## src/arpc_pkg.sv

```systemverilog
// Package for the ARP cache responder: constants, codes and shared types.
// No dependencies.
`default_nettype none
package arpc_pkg;
  localparam int TableDepth = 16;
  localparam int IdxW = $clog2(TableDepth);
  localparam int CntW = $clog2(TableDepth + 1);
  localparam int MaxResults = 32;
  localparam int ResCntW = $clog2(MaxResults + 1);
  localparam logic [15:0] EtherTypeArp = 16'h0806;
  localparam logic [15:0] OpRequest = 16'h0001;
  localparam logic [15:0] OpReply = 16'h0002;
  localparam logic [15:0] AgeMax = 16'hFFFF;

  typedef enum logic [1:0] {
    KIND_FRAME = 2'd0, KIND_TICK = 2'd1, KIND_LOOKUP_IP = 2'd2, KIND_LOOKUP_MAC = 2'd3
  } kind_e;
  typedef enum logic [1:0] {
    ACT_NONE = 2'd0, ACT_REPLY = 2'd1, ACT_REQUEST = 2'd2, ACT_LOOKUP = 2'd3
  } action_e;
  typedef enum logic [2:0] {
    REG_LOCAL_IP_0 = 3'd0, REG_LOCAL_MASK_0 = 3'd1, REG_LOCAL_IP_1 = 3'd2,
    REG_LOCAL_MASK_1 = 3'd3, REG_LOCAL_COUNT = 3'd4, REG_REFRESH = 3'd5,
    REG_DELETE = 3'd6
  } reg_e;
  typedef enum logic [2:0] {
    ST_IDLE, ST_FRAME, ST_TICK_HEAD, ST_TICK_REQ, ST_EMIT
  } state_e;

  typedef struct packed {
    logic [31:0] ip;
    logic [47:0] mac;
    logic [15:0] age;
  } entry_t;

  // control from sequencer into the row of cells
  typedef struct packed {
    logic   write;     // write wr_entry at wr_idx
    logic [IdxW-1:0] wr_idx;
    logic   shift;     // compact: cells at index >= shift_idx take their right neighbor
    logic [IdxW-1:0] shift_idx;
    logic   age_head;  // set head age to head_age
    logic [15:0] head_age;
  } cell_ctl_t;
endpackage
`default_nettype wire

```

## src/arpc_cell.sv

```systemverilog
// One cache entry cell of the ARP cache row.
// Depends on arpc_pkg.
`default_nettype none
module arpc_cell
  import arpc_pkg::*;
(
  input  wire logic   clk_i,
  input  wire logic   sel_write_i,
  input  wire entry_t wr_entry_i,
  input  wire logic   sel_shift_i,
  input  wire entry_t right_i,
  input  wire logic   sel_age_i,
  input  wire logic [15:0] age_i,
  input  wire logic [31:0] q_ip_i,
  input  wire logic [47:0] q_mac_i,
  output entry_t      entry_o,
  output logic        hit_ip_o,
  output logic        hit_mac_o
);
  entry_t e_q, e_d;
  always_comb begin
    e_d = e_q;
    if (sel_write_i) begin
      e_d = wr_entry_i;
    end else if (sel_shift_i) begin
      e_d = right_i;
    end else if (sel_age_i) begin
      e_d.age = age_i;
    end
  end
  always_ff @(posedge clk_i) begin
    e_q <= e_d;
  end
  assign entry_o = e_q;
  assign hit_ip_o = (e_q.ip == q_ip_i);
  assign hit_mac_o = (e_q.mac == q_mac_i);
endmodule
`default_nettype wire

```

## src/arpc_row.sv

```systemverilog
// Row of TableDepth entry cells; each cell hands its entry to its left neighbor on compaction.
// Depends on arpc_pkg and arpc_cell.
`default_nettype none
module arpc_row
  import arpc_pkg::*;
(
  input  wire logic      clk_i,
  input  wire cell_ctl_t ctl_i,
  input  wire entry_t    wr_entry_i,
  input  wire logic [31:0] q_ip_i,
  input  wire logic [47:0] q_mac_i,
  output entry_t         head_o,
  output logic [TableDepth-1:0] hit_ip_o,
  output logic [TableDepth-1:0] hit_mac_o,
  output entry_t         entries_o [TableDepth]
);
  entry_t ent [TableDepth];
  for (genvar g = 0; g < TableDepth; g++) begin : g_cell
    entry_t right;
    if (g == TableDepth - 1) begin : g_end
      assign right = ent[g];
    end else begin : g_mid
      assign right = ent[g+1];
    end
    arpc_cell u_cell (
      .clk_i      (clk_i),
      .sel_write_i(ctl_i.write && ctl_i.wr_idx == IdxW'(g)),
      .wr_entry_i (wr_entry_i),
      .sel_shift_i(ctl_i.shift && IdxW'(g) >= ctl_i.shift_idx),
      .right_i    (right),
      .sel_age_i  (ctl_i.age_head && ctl_i.shift_idx == IdxW'(g)),
      .age_i      (ctl_i.head_age),
      .q_ip_i     (q_ip_i),
      .q_mac_i    (q_mac_i),
      .entry_o    (ent[g]),
      .hit_ip_o   (hit_ip_o[g]),
      .hit_mac_o  (hit_mac_o[g])
    );
  end
  assign head_o = ent[ctl_i.shift_idx];
  assign entries_o = ent;
endmodule
`default_nettype wire

```

## config.mk

```make
export PLATFORM = sky130hd
export DESIGN_NAME = arpc_row
export DESIGN_NICKNAME = d
export VERILOG_FILES = /design/src/arpc_pkg.sv /design/src/arpc_cell.sv /design/src/arpc_row.sv
export SDC_FILE = /design/constraint.sdc
export NUM_CORES = 2
export LEC_CHECK = 0
export ABC_AREA = 1
export BUFFER_PORTS_ARGS = -buffer_cell sky130_fd_sc_hd__buf_2
export CAP_MARGIN = 20
export CORE_AREA = 2 2 725 727
export CTS_BUF_LIST = sky130_fd_sc_hd__clkbuf_8
export CTS_CLUSTER_DIAMETER = 40
export DETAILED_ROUTE_END_ITERATION = 12
export DIE_AREA = 0 0 727 729
export GPL_ROUTABILITY_DRIVEN = 0
export PLACE_DENSITY = 0.4
export SYNTH_ARGS = -nofsm -noshare
export SYNTH_HDL_FRONTEND = slang
export SYNTH_SLANG_ARGS = --single-unit
export TNS_END_PERCENT = 30
```

## constraint.sdc

```tcl
create_clock -name clk_i -period 4.6 [get_ports clk_i]
set_input_delay 0.92 -clock clk_i [delete_from_list [all_inputs] [get_ports clk_i]]
set_output_delay 0.92 -clock clk_i [all_outputs]
set_load 0.02 [all_outputs]
```

==> metrics.md <==
| Metric | Value |
|---|---|
| Outcome | finished, final reports clean |
| Fin crit share | 0.987 |
| Slew Limit Fails | 0 |
| Largest register FFs | 1,536 |
| GRT Total Usage | 0.267 |
| CTS tree | done |
| Die Ht | 729 um |
| Synth unique cells | 36 |
| Seq/Total Area, Yosys | 0.484 |
| Family with the most delay on the worst path | simple AND/OR/NAND/NOR gates |
| Area grow syn2layout | 29.1% |
| Ranking of synthesized cells by area | edfxtp_1 48%, nand2_1 15%, xnor2_1 9.7% |
| DR vias | 101,000 |
| Static Leak | 49.1 nW |
| P_int | 28.8 mW |
| Actual slew at the worst max-slew pin | 1.30 ns |
| Clock power frac | 0.402 |
| Endpoints failing hold | 0 |
| Skew final | 0.0789 ns |
| GRT Residual Overflow | 0 |
| #FFs+latches synth | 1,536 |
| Initial antenna violation count | 151 |
| Fill cell count | 57,800 |
| Root buf cell | clkbuf_8 |
| Cell Chain, Critical Path | xnor2_1, nand4_1, nor2_4, nand2_1, nor2_1, buf_4, buf_2 |
| Number of buffers created by CTS | 382 |
| Peak supply drop | 0.000197 V |
| Chip Width | 727 um |
| Post-synth top cells | 3,691 x nand2_1, 1,545 x o21ai_0, 1,536 x edfxtp_1 |
| Mapped cell area | 95,300 um^2 |
| WL final | 746,000 um |
| Ys flop type | edfxtp_1 |
| Vias in the first global route | 91,800 |
| Max Buffers Root-to-Sink | 4 |
| First-pass GRT wire length | 951,000 um |
| CP max stage delay | 0.56 ns |
| Logic gate share of total power | 0.200 |
| Synth top area share | 0.484 |
| Top-count cell post-synth | nand2_1 |
| Wirelength per Cell | 36.0 um |
| Worst EP arrival | 3.62 ns |
| Clock transition at the registers of the reported paths | 0.05 ns |
| CP startpoint kind | register |
| Final antenna-violating net count | 0 |
| Nets | 13,500 |
| Detailed Place HPWL | 573,000 um |
| Fmax achieved | 220 MHz |
| Vias/cell | 4.89 |
| Die area | 530,000 um^2 |
| I/O pins | 1,868 |
| Worst Hold Class | in -> reg |
| Placed cells | 19,800 |
| Pre-Repair DR Iteration Count | 6 |
| Drt first-iter violations | 15,400 |
| Net Switching | 16.1 mW |
| Syn Inst Count | 11,500 |
| Max-Cap Viols | 0 |
| H-tree depth | 5 |
| Register area | 46,100 um^2 |
| Power Total | 44.9 mW |
| Nature of the critical path endpoint | output port |
| Fin cells | 20,700 |
| Syn Nets | 11,700 |
| Req. time, crit path | 3.68 ns |
| Rows | 266 |
| Critical path fanouts, max | 3 |
| # setup viols final | 0 |
| Layout cells sized above 1 | 0.214 |
| Worst setup margin | 0.0588 ns |
| CP max-delay cell | edfxtp_1 |
| FFs w/ async S/R, synth | 0 |
| Sequential share of power | 0.399 |
| Post-synth EDFFs | 1,536 |
| Post-synthesis average cell area | 8.27 um^2 |
| # port buffers | 1,867 |
| CP bufs+invs | 2 |
| Pre-CTS setup slack | 0.212 ns |
| Cell taking the most area after synthesis | edfxtp_1 |
| Clock sink total | 1,536 |
| Worst slew margin | 0.136 |
| Fin crit period | 4.54 ns |
| Syn. warnings | 0 |
| Clock Latency Late Sink | 1.15 ns |
| Core area | 523,000 um^2 |
| Multi-input logic area | 42,300 um^2 |
| Kind of critical path | reg -> out |
| PwrDens | 365 nW/um^2 |
| Largest net degree at the start of global routing | 111 |
| Residual DRC count | 0 |
| Sw Share | 0.359 |
| RSZ-0062 raised after global routing | true |
| Starting Density | 0.182 |
==> layout by cell type (no fill, tap or decap), types with 9 or more instances in the layout <==
master	netlist	layout
bufinv_16	0	35
clkinvlp_4	0	32
buf_2	376	1862
xnor2_1	1055	1053
o211ai_1	483	483
nand3_1	176	166
nor3_1	21	21
diode_2	0	105
clkinv_1	2	90
nand2_1	3691	3672
nor2_4	4	14
clkbuf_8	0	383
o221ai_1	92	92
nor2_2	3	15
o21ai_1	30	30
o22ai_1	16	16
buf_12	0	122
nand4_1	229	229
xor2_1	55	55
edfxtp_1	1536	1536
clkinv_2	0	71
inv_1	811	883
o21ai_0	1545	1545
nor2_1	768	746
a21oi_1	39	39
o221ai_2	9	9
dlygate4sd3_1	0	67
nand2_4	2	17
buf_4	50	291
==> metal layers <==
layer	vias up	wire, um	track usage	share of wire
li1	42200	-	-	-
met1	50200	280000	0.324	0.38
met2	7355	318000	0.405	0.43
met3	1592	88400	0.0895	0.12
met4	92	58800	0.172	0.079
met5	-	612	0	0.00082
==> timing repair <==
action | 4_1_cts | 5_1_grt
hold buffers | 67 | 0
buffers inserted | 0 | 2
cloned | 0 | 0
gates resized for setup | 19 | 7
endpoints found under the hold margin | 70 | 0
setup endpoints to repair | 13 | 8
pin swaps | 1 | 0
==> through the flow <==
step                setup TNS, ns  hold WS, ns   util  cell area, um^2
global placement                0        0.593  0.218           114000
CTS                      -0.00964     0.000359  0.235           123000
global route              -0.0116       0.0334  0.235           123000
detailed placement              0        0.607  0.218           114000
finish                          0        0.168  0.235           123000
floorplan                       0        0.706      -            95300
==> power groups by stage <==
stage               logic (mW)  clock network (mW)  registers [mW]
global placement          8.70                   0            18.1
detailed placement        8.73                   0            18.1
global route              9.33                18.8            17.9
CTS                       8.84                18.3            17.8
floorplan                 3.63                   0            18.3
finish                    8.97                18.0            17.9
==> final cells by class <==
cell class              count  area share
diodes                    105     0.00214
flip-flops and latches   1536       0.375
clock inverters           317      0.0203
repair buffers           2344       0.119
multi-input cells        8243       0.344
inverters                 825      0.0256
well taps                6968      0.0709
clock buffers             383      0.0429
==> logic make-up after synthesis <==
logic type / after synthesis / synth area share
simple gates: 4906 / 0.203
buf+inv: 1745 / 0.0759
flops: 1536 / 0.484
xor+xnor: 1110 / 0.102
compound gates: 2227 / 0.135
==> path summary, 6_finish.rpt <==
| path | from | end | slack (ns) | cells past startpoint |
|---|---|---|---|---|
| worst max-delay path | g_cell[13].u_cell.entry_o[95] | hit_ip_o[13] | 0.06 | 7 |
| worst min-delay path | wr_entry_i[50] | g_cell[15].u_cell.entry_o[50] | 0.17 | 1 |
| worst max register to register | g_cell[6].u_cell.entry_o[5] | g_cell[5].u_cell.entry_o[5] | 3.28 | 4 |
| worst min register to register | g_cell[15].u_cell.entry_o[50] | g_cell[14].u_cell.entry_o[50] | 0.62 | 2 |
No activity file was read; power rests on OpenSTA's default activity.
